**src/hw/rtl/md5sh_pkg.sv**
```systemverilog
// Package for the MD5 stream hasher: word group type, sequencer states,
// the initial chaining values, and the per-round constant, rotation and index functions.
// No dependencies.
`timescale 1ns / 1ps
`default_nettype none

package md5sh_pkg;

  typedef struct packed {
    logic [31:0] a;
    logic [31:0] b;
    logic [31:0] c;
    logic [31:0] d;
  } md5sh_words_t;

  typedef enum logic [2:0] {
    ST_IDLE,
    ST_PAD,
    ST_ROUND,
    ST_FOLD,
    ST_DIGEST
  } md5sh_state_t;

  localparam md5sh_words_t MD5SH_INIT = '{
    a: 32'h67452301,
    b: 32'hEFCDAB89,
    c: 32'h98BADCFE,
    d: 32'h10325476
  };

  localparam logic [7:0] MD5SH_PAD_MARK = 8'h80;

  function automatic logic [31:0] md5sh_round_const(input logic [5:0] r);
    logic [31:0] k;
    case (r)
      6'd0:  k = 32'd3614090360;
      6'd1:  k = 32'd3905402710;
      6'd2:  k = 32'd606105819;
      6'd3:  k = 32'd3250441966;
      6'd4:  k = 32'd4118548399;
      6'd5:  k = 32'd1200080426;
      6'd6:  k = 32'd2821735955;
      6'd7:  k = 32'd4249261313;
      6'd8:  k = 32'd1770035416;
      6'd9:  k = 32'd2336552879;
      6'd10: k = 32'd4294925233;
      6'd11: k = 32'd2304563134;
      6'd12: k = 32'd1804603682;
      6'd13: k = 32'd4254626195;
      6'd14: k = 32'd2792965006;
      6'd15: k = 32'd1236535329;
      6'd16: k = 32'd4129170786;
      6'd17: k = 32'd3225465664;
      6'd18: k = 32'd643717713;
      6'd19: k = 32'd3921069994;
      6'd20: k = 32'd3593408605;
      6'd21: k = 32'd38016083;
      6'd22: k = 32'd3634488961;
      6'd23: k = 32'd3889429448;
      6'd24: k = 32'd568446438;
      6'd25: k = 32'd3275163606;
      6'd26: k = 32'd4107603335;
      6'd27: k = 32'd1163531501;
      6'd28: k = 32'd2850285829;
      6'd29: k = 32'd4243563512;
      6'd30: k = 32'd1735328473;
      6'd31: k = 32'd2368359562;
      6'd32: k = 32'd4294588738;
      6'd33: k = 32'd2272392833;
      6'd34: k = 32'd1839030562;
      6'd35: k = 32'd4259657740;
      6'd36: k = 32'd2763975236;
      6'd37: k = 32'd1272893353;
      6'd38: k = 32'd4139469664;
      6'd39: k = 32'd3200236656;
      6'd40: k = 32'd681279174;
      6'd41: k = 32'd3936430074;
      6'd42: k = 32'd3572445317;
      6'd43: k = 32'd76029189;
      6'd44: k = 32'd3654602809;
      6'd45: k = 32'd3873151461;
      6'd46: k = 32'd530742520;
      6'd47: k = 32'd3299628645;
      6'd48: k = 32'd4096336452;
      6'd49: k = 32'd1126891415;
      6'd50: k = 32'd2878612391;
      6'd51: k = 32'd4237533241;
      6'd52: k = 32'd1700485571;
      6'd53: k = 32'd2399980690;
      6'd54: k = 32'd4293915773;
      6'd55: k = 32'd2240044497;
      6'd56: k = 32'd1873313359;
      6'd57: k = 32'd4264355552;
      6'd58: k = 32'd2734768916;
      6'd59: k = 32'd1309151649;
      6'd60: k = 32'd4149444226;
      6'd61: k = 32'd3174756917;
      6'd62: k = 32'd718787259;
      default: k = 32'd3951481745;
    endcase
    return k;
  endfunction

  function automatic logic [4:0] md5sh_rot_amount(input logic [5:0] r);
    logic [4:0] s;
    case ({r[5:4], r[1:0]})
      4'h0: s = 5'd7;
      4'h1: s = 5'd12;
      4'h2: s = 5'd17;
      4'h3: s = 5'd22;
      4'h4: s = 5'd5;
      4'h5: s = 5'd9;
      4'h6: s = 5'd14;
      4'h7: s = 5'd20;
      4'h8: s = 5'd4;
      4'h9: s = 5'd11;
      4'hA: s = 5'd16;
      4'hB: s = 5'd23;
      4'hC: s = 5'd6;
      4'hD: s = 5'd10;
      4'hE: s = 5'd15;
      default: s = 5'd21;
    endcase
    return s;
  endfunction

  function automatic logic [3:0] md5sh_msg_index(input logic [5:0] r);
    logic [3:0] g;
    case (r[5:4])
      2'd0: g = r[3:0];
      2'd1: g = 4'((r[3:0] << 2) + r[3:0] + 4'd1);
      2'd2: g = 4'((r[3:0] << 1) + r[3:0] + 4'd5);
      default: g = 4'((r[3:0] << 3) - r[3:0]);
    endcase
    return g;
  endfunction

endpackage

`default_nettype wire

```
**src/hw/rtl/md5sh_round.sv**
```systemverilog
// One MD5 round step: mixing function, four-operand add, rotation and final add.
// Depends on md5sh_pkg for the word group type and the round tables.
`timescale 1ns / 1ps
`default_nettype none

module md5sh_round (
  input  md5sh_pkg::md5sh_words_t words_in,
  input  logic [31:0]             msg_word,
  input  logic [5:0]              round_idx,
  output md5sh_pkg::md5sh_words_t words_out
);

  logic [31:0] f;
  logic [31:0] sum;
  logic [4:0]  s;
  logic [63:0] rot_wide;

  always_comb begin
    case (round_idx[5:4])
      2'd0: f = (words_in.b & words_in.c) | (~words_in.b & words_in.d);
      2'd1: f = (words_in.d & words_in.b) | (~words_in.d & words_in.c);
      2'd2: f = words_in.b ^ words_in.c ^ words_in.d;
      default: f = words_in.c ^ (words_in.b | ~words_in.d);
    endcase
    sum = words_in.a + f + md5sh_pkg::md5sh_round_const(round_idx) + msg_word;
    s = md5sh_pkg::md5sh_rot_amount(round_idx);
    rot_wide = {sum, sum} << s;
    words_out.a = words_in.d;
    words_out.b = words_in.b + rot_wide[63:32];
    words_out.c = words_in.b;
    words_out.d = words_in.c;
  end

endmodule

`default_nettype wire

```
**src/hw/rtl/md5_stream_hasher_top.sv**
```systemverilog
// Top level of the MD5 stream hasher: byte packing, padding sequencer and round loop.
// Depends on md5sh_pkg and md5sh_round.
`timescale 1ns / 1ps
`default_nettype none

// A message enters one byte per transaction and one 128-bit digest leaves per message.
// A byte that does not complete a 64-byte block leaves the sequencer in ST_IDLE. The byte that
// completes a block starts a compression: the single shared round unit runs every round
// in ST_ROUND, then ST_FOLD adds into the chaining words, with in_ready low throughout. On the
// end-of-message transaction the padding is written one byte per cycle (9 to 72 byte
// writes across one or two blocks), each full block is compressed as above, and
// ST_DIGEST loads the digest; in_ready stays low from the end transaction until it is
// loaded, longer while the previous digest has not been taken. The digest is held
// in an output register until taken; bytes of the next message are accepted meanwhile.
module md5_stream_hasher_top (
  input  logic        clk,
  input  logic        rst,
  input  logic        in_valid,
  output logic        in_ready,
  input  logic [7:0]  data_byte,
  input  logic        byte_present,
  input  logic        end_of_message,
  output logic        out_valid,
  input  logic        out_ready,
  output logic [63:0] digest_low,
  output logic [63:0] digest_high
);

  md5sh_pkg::md5sh_state_t state, state_next;
  md5sh_pkg::md5sh_words_t chain, work, round_out;

  logic [31:0] block_words [16];
  logic [5:0]  fill;
  logic [63:0] message_bytes;
  logic [5:0]  round;
  logic        in_pad;
  logic        pad_first;
  logic        pad_len;
  logic        final_blk;

  logic        accept;
  logic        put_en;
  logic [7:0]  put_val;
  logic        put_full;
  logic [63:0] len_bits;
  logic        digest_load;

  assign accept   = in_valid && in_ready;
  assign len_bits = {message_bytes[60:0], 3'b000};
  assign put_full = put_en && (fill == 6'd63);

  md5sh_round u_round (
    .words_in  (work),
    .msg_word  (block_words[md5sh_pkg::md5sh_msg_index(round)]),
    .round_idx (round),
    .words_out (round_out)
  );

  always_comb begin
    state_next  = state;
    in_ready    = 1'b0;
    put_en      = 1'b0;
    put_val     = data_byte;
    digest_load = 1'b0;
    case (state)
      md5sh_pkg::ST_IDLE: begin
        in_ready = 1'b1;
        if (in_valid) begin
          put_en = byte_present;
          if (byte_present && (fill == 6'd63)) begin
            state_next = md5sh_pkg::ST_ROUND;
          end else if (end_of_message) begin
            state_next = md5sh_pkg::ST_PAD;
          end
        end
      end
      md5sh_pkg::ST_PAD: begin
        put_en = 1'b1;
        if (pad_first) begin
          put_val = md5sh_pkg::MD5SH_PAD_MARK;
        end else if (pad_len) begin
          put_val = len_bits[{fill[2:0], 3'b000} +: 8];
        end else begin
          put_val = 8'h00;
        end
        if (fill == 6'd63) begin
          state_next = md5sh_pkg::ST_ROUND;
        end
      end
      md5sh_pkg::ST_ROUND: begin
        if (round == 6'd63) begin
          state_next = md5sh_pkg::ST_FOLD;
        end
      end
      md5sh_pkg::ST_FOLD: begin
        if (final_blk) begin
          state_next = md5sh_pkg::ST_DIGEST;
        end else if (in_pad) begin
          state_next = md5sh_pkg::ST_PAD;
        end else begin
          state_next = md5sh_pkg::ST_IDLE;
        end
      end
      md5sh_pkg::ST_DIGEST: begin
        if (!out_valid || out_ready) begin
          digest_load = 1'b1;
          state_next  = md5sh_pkg::ST_IDLE;
        end
      end
      default: begin
        state_next = md5sh_pkg::ST_IDLE;
      end
    endcase
  end

  always_ff @(posedge clk) begin
    if (rst) begin
      state <= md5sh_pkg::ST_IDLE;
    end else begin
      state <= state_next;
    end
  end

  always_ff @(posedge clk) begin
    if (put_en) begin
      block_words[fill[5:2]][{fill[1:0], 3'b000} +: 8] <= put_val;
    end
  end

  always_ff @(posedge clk) begin
    if (put_full) begin
      work <= chain;
    end else if (state == md5sh_pkg::ST_ROUND) begin
      work <= round_out;
    end
  end

  always_ff @(posedge clk) begin
    if (rst) begin
      chain         <= md5sh_pkg::MD5SH_INIT;
      fill          <= '0;
      message_bytes <= '0;
      round         <= '0;
      in_pad        <= 1'b0;
      pad_first     <= 1'b0;
      pad_len       <= 1'b0;
      final_blk     <= 1'b0;
      out_valid     <= 1'b0;
    end else begin
      if (put_en) begin
        fill <= fill + 6'd1;
      end
      if (accept && byte_present) begin
        message_bytes <= message_bytes + 64'd1;
      end
      if (accept && end_of_message) begin
        in_pad    <= 1'b1;
        pad_first <= 1'b1;
      end
      if (state == md5sh_pkg::ST_PAD) begin
        pad_first <= 1'b0;
        if (fill == 6'd55) begin
          pad_len <= 1'b1;
        end
        if ((fill == 6'd63) && pad_len) begin
          final_blk <= 1'b1;
        end
      end
      if (state == md5sh_pkg::ST_ROUND) begin
        round <= round + 6'd1;
      end
      if (state == md5sh_pkg::ST_FOLD) begin
        chain.a <= chain.a + work.a;
        chain.b <= chain.b + work.b;
        chain.c <= chain.c + work.c;
        chain.d <= chain.d + work.d;
      end
      if (digest_load) begin
        chain         <= md5sh_pkg::MD5SH_INIT;
        fill          <= '0;
        message_bytes <= '0;
        in_pad        <= 1'b0;
        pad_len       <= 1'b0;
        final_blk     <= 1'b0;
        out_valid     <= 1'b1;
      end else if (out_ready) begin
        out_valid <= 1'b0;
      end
    end
  end

  always_ff @(posedge clk) begin
    if (digest_load) begin
      digest_low  <= {chain.b, chain.a};
      digest_high <= {chain.d, chain.c};
    end
  end

endmodule

`default_nettype wire
```
**config.mk**
```make
export PLATFORM = sky130hd
export DESIGN_NAME = md5_stream_hasher_top
export DESIGN_NICKNAME = d
export VERILOG_FILES = /design/src/hw/rtl/md5sh_pkg.sv /design/src/hw/rtl/md5sh_round.sv /design/src/hw/rtl/md5_stream_hasher_top.sv
export SDC_FILE = /design/constraint.sdc
export NUM_CORES = 2
export LEC_CHECK = 0
export ABC_AREA = 1
export BUFFER_PORTS_ARGS = -buffer_cell sky130_fd_sc_hd__buf_2
export CAP_MARGIN = 15
export CORE_UTILIZATION = 45
export DETAILED_ROUTE_END_ITERATION = 7
export GPL_TIMING_DRIVEN = 0
export SETUP_SLACK_MARGIN = 0.2
export SLEW_MARGIN = 30
export SYNTH_ARGS = -nofsm -noshare
export SYNTH_HDL_FRONTEND = slang
export SYNTH_SLANG_ARGS = --single-unit
```
**constraint.sdc**
```tcl
create_clock -name clk -period 24 [get_ports clk]
set_input_delay 4.8 -clock clk [delete_from_list [all_inputs] [get_ports clk]]
set_output_delay 4.8 -clock clk [all_outputs]
set_load 0.02 [all_outputs]
```
# Word-level counts from Yosys, hierarchy flattened
# Memories as Yosys holds them, arrays and structs flattened. A register that Yosys moved wholly into a read port is not among the register bits.
# Index checks and enable logic that the tools add are counted.
dict set report totals {
  reg_bits 468
  latchBits 0
  mem_bits_rw 512
  romBits 2128
  out_inout_bits 130
  word_cells 115
  n_memories 3
}
# memory words width read_ports rd_clocked_by_memory_dff wr line
set memory_table {}
lappend memory_table {{(name not given)} 64 32 1 1 0 md5sh_pkg.sv:35} ;# case (r)
lappend memory_table {block_words 16 32 1 0 1 md5_stream_hasher_top.sv:32} ;# logic [31:0] block_words [16];
lappend memory_table {{(name not given)} 16 5 1 1 0 md5sh_pkg.sv:106} ;# case ({r[5:4], r[1:0]})
dict set report classes {
  addsub 17
  mul 0
  div 0
  magnitude_cmp 0
  n_eq_ne 14
  n_shift 4
  n_mux 29
  bitwise_logic 12
  reduce_logical 17
}
# operator count
set op_table {}
lappend op_table {{32-bit adder} 8}
lappend op_table {{128-bit 2-to-1 mux} 2}
lappend op_table {{32-bit bitwise AND} 4}
lappend op_table {{32-bit OR} 3}
lappend op_table {{32-bit one-hot mux with 3 select lines} 1}
lappend op_table {{32-bit XOR} 3}
lappend op_table {{64-bit by 1-bit adder with 64-bit output, second input constant} 1}
lappend op_table {{32-bit inverter} 2}
lappend op_table {{64-bit by 7-bit variable part select with 8-bit output} 1}
lappend op_table {{64-bit by 5-bit << shifter with 64-bit output} 1}
lappend op_table {{32-bit 2-to-1 mux} 1}
lappend op_table {{8-bit by 7-bit variable shift with 32-bit output, first input constant} 1}
lappend op_table {{8-bit by 7-bit variable part select with 32-bit output} 1}
lappend op_table {{8-bit 2-to-1 mux} 3}
lappend op_table {{3-bit 2-to-1 mux} 7}
lappend op_table {{6-bit == test, second input constant} 3}
lappend op_table {{3-bit one-hot mux with 5 select lines} 1}
lappend op_table {{6-bit by 1-bit adder with 6-bit output, second input constant} 2}
lappend op_table {{6-bit 2-to-1 mux} 2}
lappend op_table {{4-bit one-hot mux with 3 select lines} 1}
lappend op_table {{4-bit adder} 2}
lappend op_table {{1-bit 2-to-1 mux} 8}
lappend op_table {{4-bit 2-to-1 mux} 2}
lappend op_table {{2-bit inequality test, second input constant} 4}
lappend op_table {{other kinds (20)} 29}

# Logic depth before layout (Yosys ltp)
dict set report logic_depth {
  ltp_word 11
  depth_mapped 56
  depth_no_buf 53
}

# Hierarchy
# A second synthesis with hierarchy kept.
dict set report unflattened {
  hier_cells 7626
  hier_area_um2 61132.4
}
# mod instances cells_each area_per_inst_um2 seq_area_each_um2
set modules_own_cells {}
lappend modules_own_cells {md5_stream_hasher_top 1 5366 48637.9 27246.1}
lappend modules_own_cells {md5sh_round 1 2260 12494.5 0.0}

# Least setup slack after synthesis
# Ideal clock, no wire load.
dict set report synth_timing {
  kind {input -> register}
  start {input out_ready}
  end {register message_bytes[26]}
  arrival_ps 11335
  required_ps 23868
  slack_ps 12533
  stages 7
  path_cell_list {nor2_1 -> nor2_1 -> inv_1 -> nand2_1 -> clkbuf_1 -> clkbuf_1 -> nor3_1}
}
dict set report synth_via {
  elab_chain_len 4
}
# element line
set synth_rtl {}
lappend synth_rtl {{start: declaration} md5_stream_hasher_top.sv:24} ;# input logic out_ready,
lappend synth_rtl {{1-bit logical OR} md5_stream_hasher_top.sv:105} ;# if (!out_valid || out_ready) begin
lappend synth_rtl {{1-bit 2-to-1 mux} md5_stream_hasher_top.sv:105}
lappend synth_rtl {{1-bit 2-to-1 mux} md5_stream_hasher_top.sv:65} ;# case (state)
lappend synth_rtl {{via digest_load} md5_stream_hasher_top.sv:46} ;# logic digest_load;
lappend synth_rtl {{2-bit OR reduction (no line)} -}
lappend synth_rtl {{end signal: assignment} md5_stream_hasher_top.sv:154} ;# message_bytes <= message_bytes + 64'd1;
lappend synth_rtl {{end: declaration} md5_stream_hasher_top.sv:34} ;# logic [63:0] message_bytes;
# The timed path passes the listed nets, and every way through them passes these cells.
# A chain may end at the register's enable or synchronous reset.

# Worst setup path in the final report
dict set report layout_timing {
  start {register round[1]}
  end {register work[85] (netlist name), data pin}
}
dict set report layout_via {
  elab_chain_len 9
}
# element line
set layout_rtl {}
lappend layout_rtl {{start: declaration} md5_stream_hasher_top.sv:35} ;# logic [5:0] round;
lappend layout_rtl {{start signal: assignment} md5_stream_hasher_top.sv:170} ;# round <= round + 6'd1;
lappend layout_rtl {{4-bit adder (on tied branches)} {md5sh_pkg.sv:132, md5sh_pkg.sv:131}}
lappend layout_rtl {{4-bit by 3-bit adder with 4-bit output or 4-bit by 1-bit adder with 4-bit output (tied branches)} {md5sh_pkg.sv:132, md5sh_pkg.sv:131}}
lappend layout_rtl {{4-bit one-hot mux with 3 select lines (*)} md5sh_pkg.sv:129} ;# case (r[5:4])
lappend layout_rtl {{memory 16 x 32 bit (*)} -}
lappend layout_rtl {{32-bit adder (*)} md5sh_round.sv:25} ;# sum = words_in.a + f + md5sh_pkg::md5sh_round_const(round_idx) + msg_word;
lappend layout_rtl {{64-bit by 5-bit << shifter with 64-bit output (*)} md5sh_round.sv:27} ;# rot_wide = {sum, sum} << s;
lappend layout_rtl {{32-bit adder (*)} md5sh_round.sv:29} ;# words_out.b = words_in.b + rot_wide[63:32];
lappend layout_rtl {{128-bit 2-to-1 mux (*)} md5_stream_hasher_top.sv:133} ;# end else if (state == md5sh_pkg::ST_ROUND) begin
lappend layout_rtl {{128-bit 2-to-1 mux (*)} md5_stream_hasher_top.sv:131} ;# if (put_full) begin
lappend layout_rtl {{end signal: assignment} md5_stream_hasher_top.sv:132} ;# work <= chain;
lappend layout_rtl {{end signal: assignment} md5_stream_hasher_top.sv:134} ;# work <= round_out;
lappend layout_rtl {{end: declaration} md5_stream_hasher_top.sv:30} ;# md5sh_pkg::md5sh_words_t chain, work, round_out;
# Every way passes the cells marked *; elsewhere a longest branch is shown, timed or not. The select of a mux whose other input is x is not followed.

==> run metrics <==
status=finished, violations left; failing checks=DRC; Fin Hold WS=0.471 ns; final instance area=0.0649 mm^2; total CTS buffers=110; DR WL/cell=26.7 um; switching fraction of total power=0.245; Slew HR=0.251; Distinct cells, synth=73; sequential share of power=0.474; Clk pin slew, worst setup/hold paths=0.07 ns; asr flop ratio synth=0; Post-CTS Hold Buffers=0; placed cell area=around 0.061 mm^2; WS Path Type=reg -> reg; Internal=0.00303 W; GR Util All Layers=0.352; first-pass GRT wire length=approximately 330 mm; DR iter-0 viols=6,345; Port Buffers=between 100 and 150; IO Pins=144; antenna violations before repair=9; R2R Setup Slk=13.54 ns; FMAX=0.0956 GHz; Avg Cell Area, Syn=8.60 um^2; Startpoint Class=flip-flop; Yosys top cell area share=0.400; unrepaired setup endpoints after global routing=false; total gr overflow=0; worst r2r path cells=43; leakage=25.0 nW; placed cells=8,514; number of global-route vias before repair=between 40,000 and 50,000; critical path data required time=24.47 ns; via density per instance=around 6.0; Hold Path Depth=0; Die X=360 um; DRC viols=6; Nets=slightly above 7,000; syn_nets=7,006; count of final max-slew check failures=0; NetSw=0.000979 W; clock latency on the worst-skew pair=~0.80 ns; # H-tree levels=3; Die ar.=0.130 mm^2; min-delay src=chain[45]; Area growth, synth to finish=12.5%; reg-to-reg endpoint=work[85]; peak supply drop=around 70 uV; post-synthesis sequential area ratio=0.485; critical path peak fanout=10; total number of vias=52,099; leading post-synthesis cells by cell area=edfxtp_1, dfxtp_1, nand2_1, nor2_1, o21ai_0; Root Driver=clkbuf_16; core area=0.126 mm^2; synth warn=0; Yosys top cell by area=edfxtp_1; Crit path buffers/inverters=8; Detailed Route WL=about 230 mm; Post-synth EDFFs=768; WP data arrival=between 10 and 15 ns; type of destination of the critical path=flip-flop; Resized cells post-CTS=0; CTS Buffer Depth=3; Worst Skew=0.0776 ns; Final setup viols=0; HP Class=reg -> reg; row count=130; share of cells above drive strength 1=0.0752; Post-CTS Setup Inserts=0; hold endpoint=digest_high[13]; setup TNS=0 ns; synthesized area=about 0.058 mm^2; maxcap violations=0; pwr dens=61.7 mW/mm^2; clk sinks=1,014; Initial Util=0.456; gp weighted congestion=1.07; slowest CP cell=clkbuf_1; Mapped Cells=6,705; Chip Height=360 um; Hold Violations, Final=0; Tightest Pin Transition=1.12 ns; Largest delay share family, worst path=compound AO/OA/AOI/OAI gates; TritonCTS clock tree=done; Final ANT Viol Nets=0; fraction of power consumed by the clock network=0.455; commonest cells in the netlist=nand2_1, nor2_1, edfxtp_1; power share of the combinational group=0.070; most common cell in the synthesized netlist=nand2_1; Synth Flop Type=edfxtp_1; first drt pass iteration count=8; crit path time final=10.46 ns; CP max stage delay=0.78 ns; Layout Cells excl Fill=around 8,700; Worst path most repeated cell=nand2_1; reg2reg start=round[1]; post-DP HPWL=179 mm; post-synthesis register bit count=1,014; crit share post-route=0.436; largest net degree at the start of global routing=37
cell usage in the layout, fill, tap and decap left out, types with 27 or more instances in the layout:
| cell type | instances |
|---|---|
| o211ai_1 | 119 |
| inv_1 | 713 |
| nor2_1 | 800 |
| nand3_1 | 432 |
| buf_1 | 40 |
| o32ai_1 | 63 |
| o311ai_0 | 63 |
| fa_1 | 68 |
| xnor2_1 | 39 |
| nand2_1 | 1127 |
| xor2_1 | 81 |
| o31ai_1 | 31 |
| nor3_1 | 73 |
| nand4_1 | 43 |
| buf_2 | 174 |
| dfxtp_1 | 246 |
| o21ai_1 | 36 |
| clkbuf_1 | 208 |
| a21oi_1 | 506 |
| nor2_2 | 63 |
| ha_1 | 219 |
| o21ai_0 | 598 |
| a31oi_1 | 54 |
| clkinv_1 | 27 |
| clkbuf_16 | 112 |
| edfxtp_1 | 768 |
flip-flops by register name, indices dropped and copies added, names as in the netlist, 3 cells and up, named ones only:
signal	flops
block_words	512
chain	128
work	128
digest_high	64
digest_low	64
message_bytes	61
fill	6
round	6
u_round.s	5
state	3
final cells by class:
type | count | area, um^2
well taps | 1650 | 2060
multi-input cells | 4672 | 26000
inverters | 735 | 2760
diodes | 2 | 5.00
repair buffers | 159 | 1060
clock inverters | 76 | 965
plain buffers | 284 | 1160
fillers | 11968 | 61500
clock buffers | 132 | 2890
flip-flops and latches | 1014 | 28000
power groups by stage:
stage	sequential, W	combinational, W	clock, W
3_3_place_gp	0.00194	0.000264	0
4_1_cts	0.00190	0.000276	0.00183
2_1_floorplan	0.00194	0.000175	0
3_5_place_dp	0.00194	0.000275	0
5_1_grt	0.00190	0.000307	0.00190
6_report	0.00190	0.000282	0.00182
per-layer routing:
layer,share of wire,global-route usage,vias to the layer above
li1,-,-,23864
met1,0.40,0.465,24964
met2,0.44,0.551,2697
met3,0.084,0.0540,564
met4,0.066,0.201,10
met5,0.00028,0,-
cells by family after synthesis:
family / synth area share
AND/OR/NAND/NOR: 0.191
flip-flops: 0.485
XOR/XNOR: 0.0188
buffers and inverters: 0.0675
AO/OA/AOI/OAI: 0.167
adder cells (fa/ha/maj): 0.0711
multiplexers: 0.000174
stage by stage:
step | util | setup WS, ns | total power, W
after floorplan | - | 12.53 | 0.00211
after global placement | 0.478 | 8.63 | 0.00220
after detailed placement | 0.482 | 13.84 | 0.00221
after CTS | 0.513 | 13.81 | 0.00401
after global routing | 0.513 | 13.00 | 0.00410
final | 0.513 | 13.54 | 0.00400
worst max-delay path by stage:
stage / from / end / depth (start not counted) / slack, ns
final: round[1] / work[85] / 43 / 13.54
after floorplan: out_ready / message_bytes[26] / 7 / 12.53
after detailed placement: round[2] / work[85] / 43 / 13.84
after CTS: round[2] / work[85] / 43 / 13.81
after global placement: out_ready / message_bytes[26] / 8 / 8.63
after global routing: round[0] / work[90] / 46 / 13.00
Power figures use the tool's default switching activity.
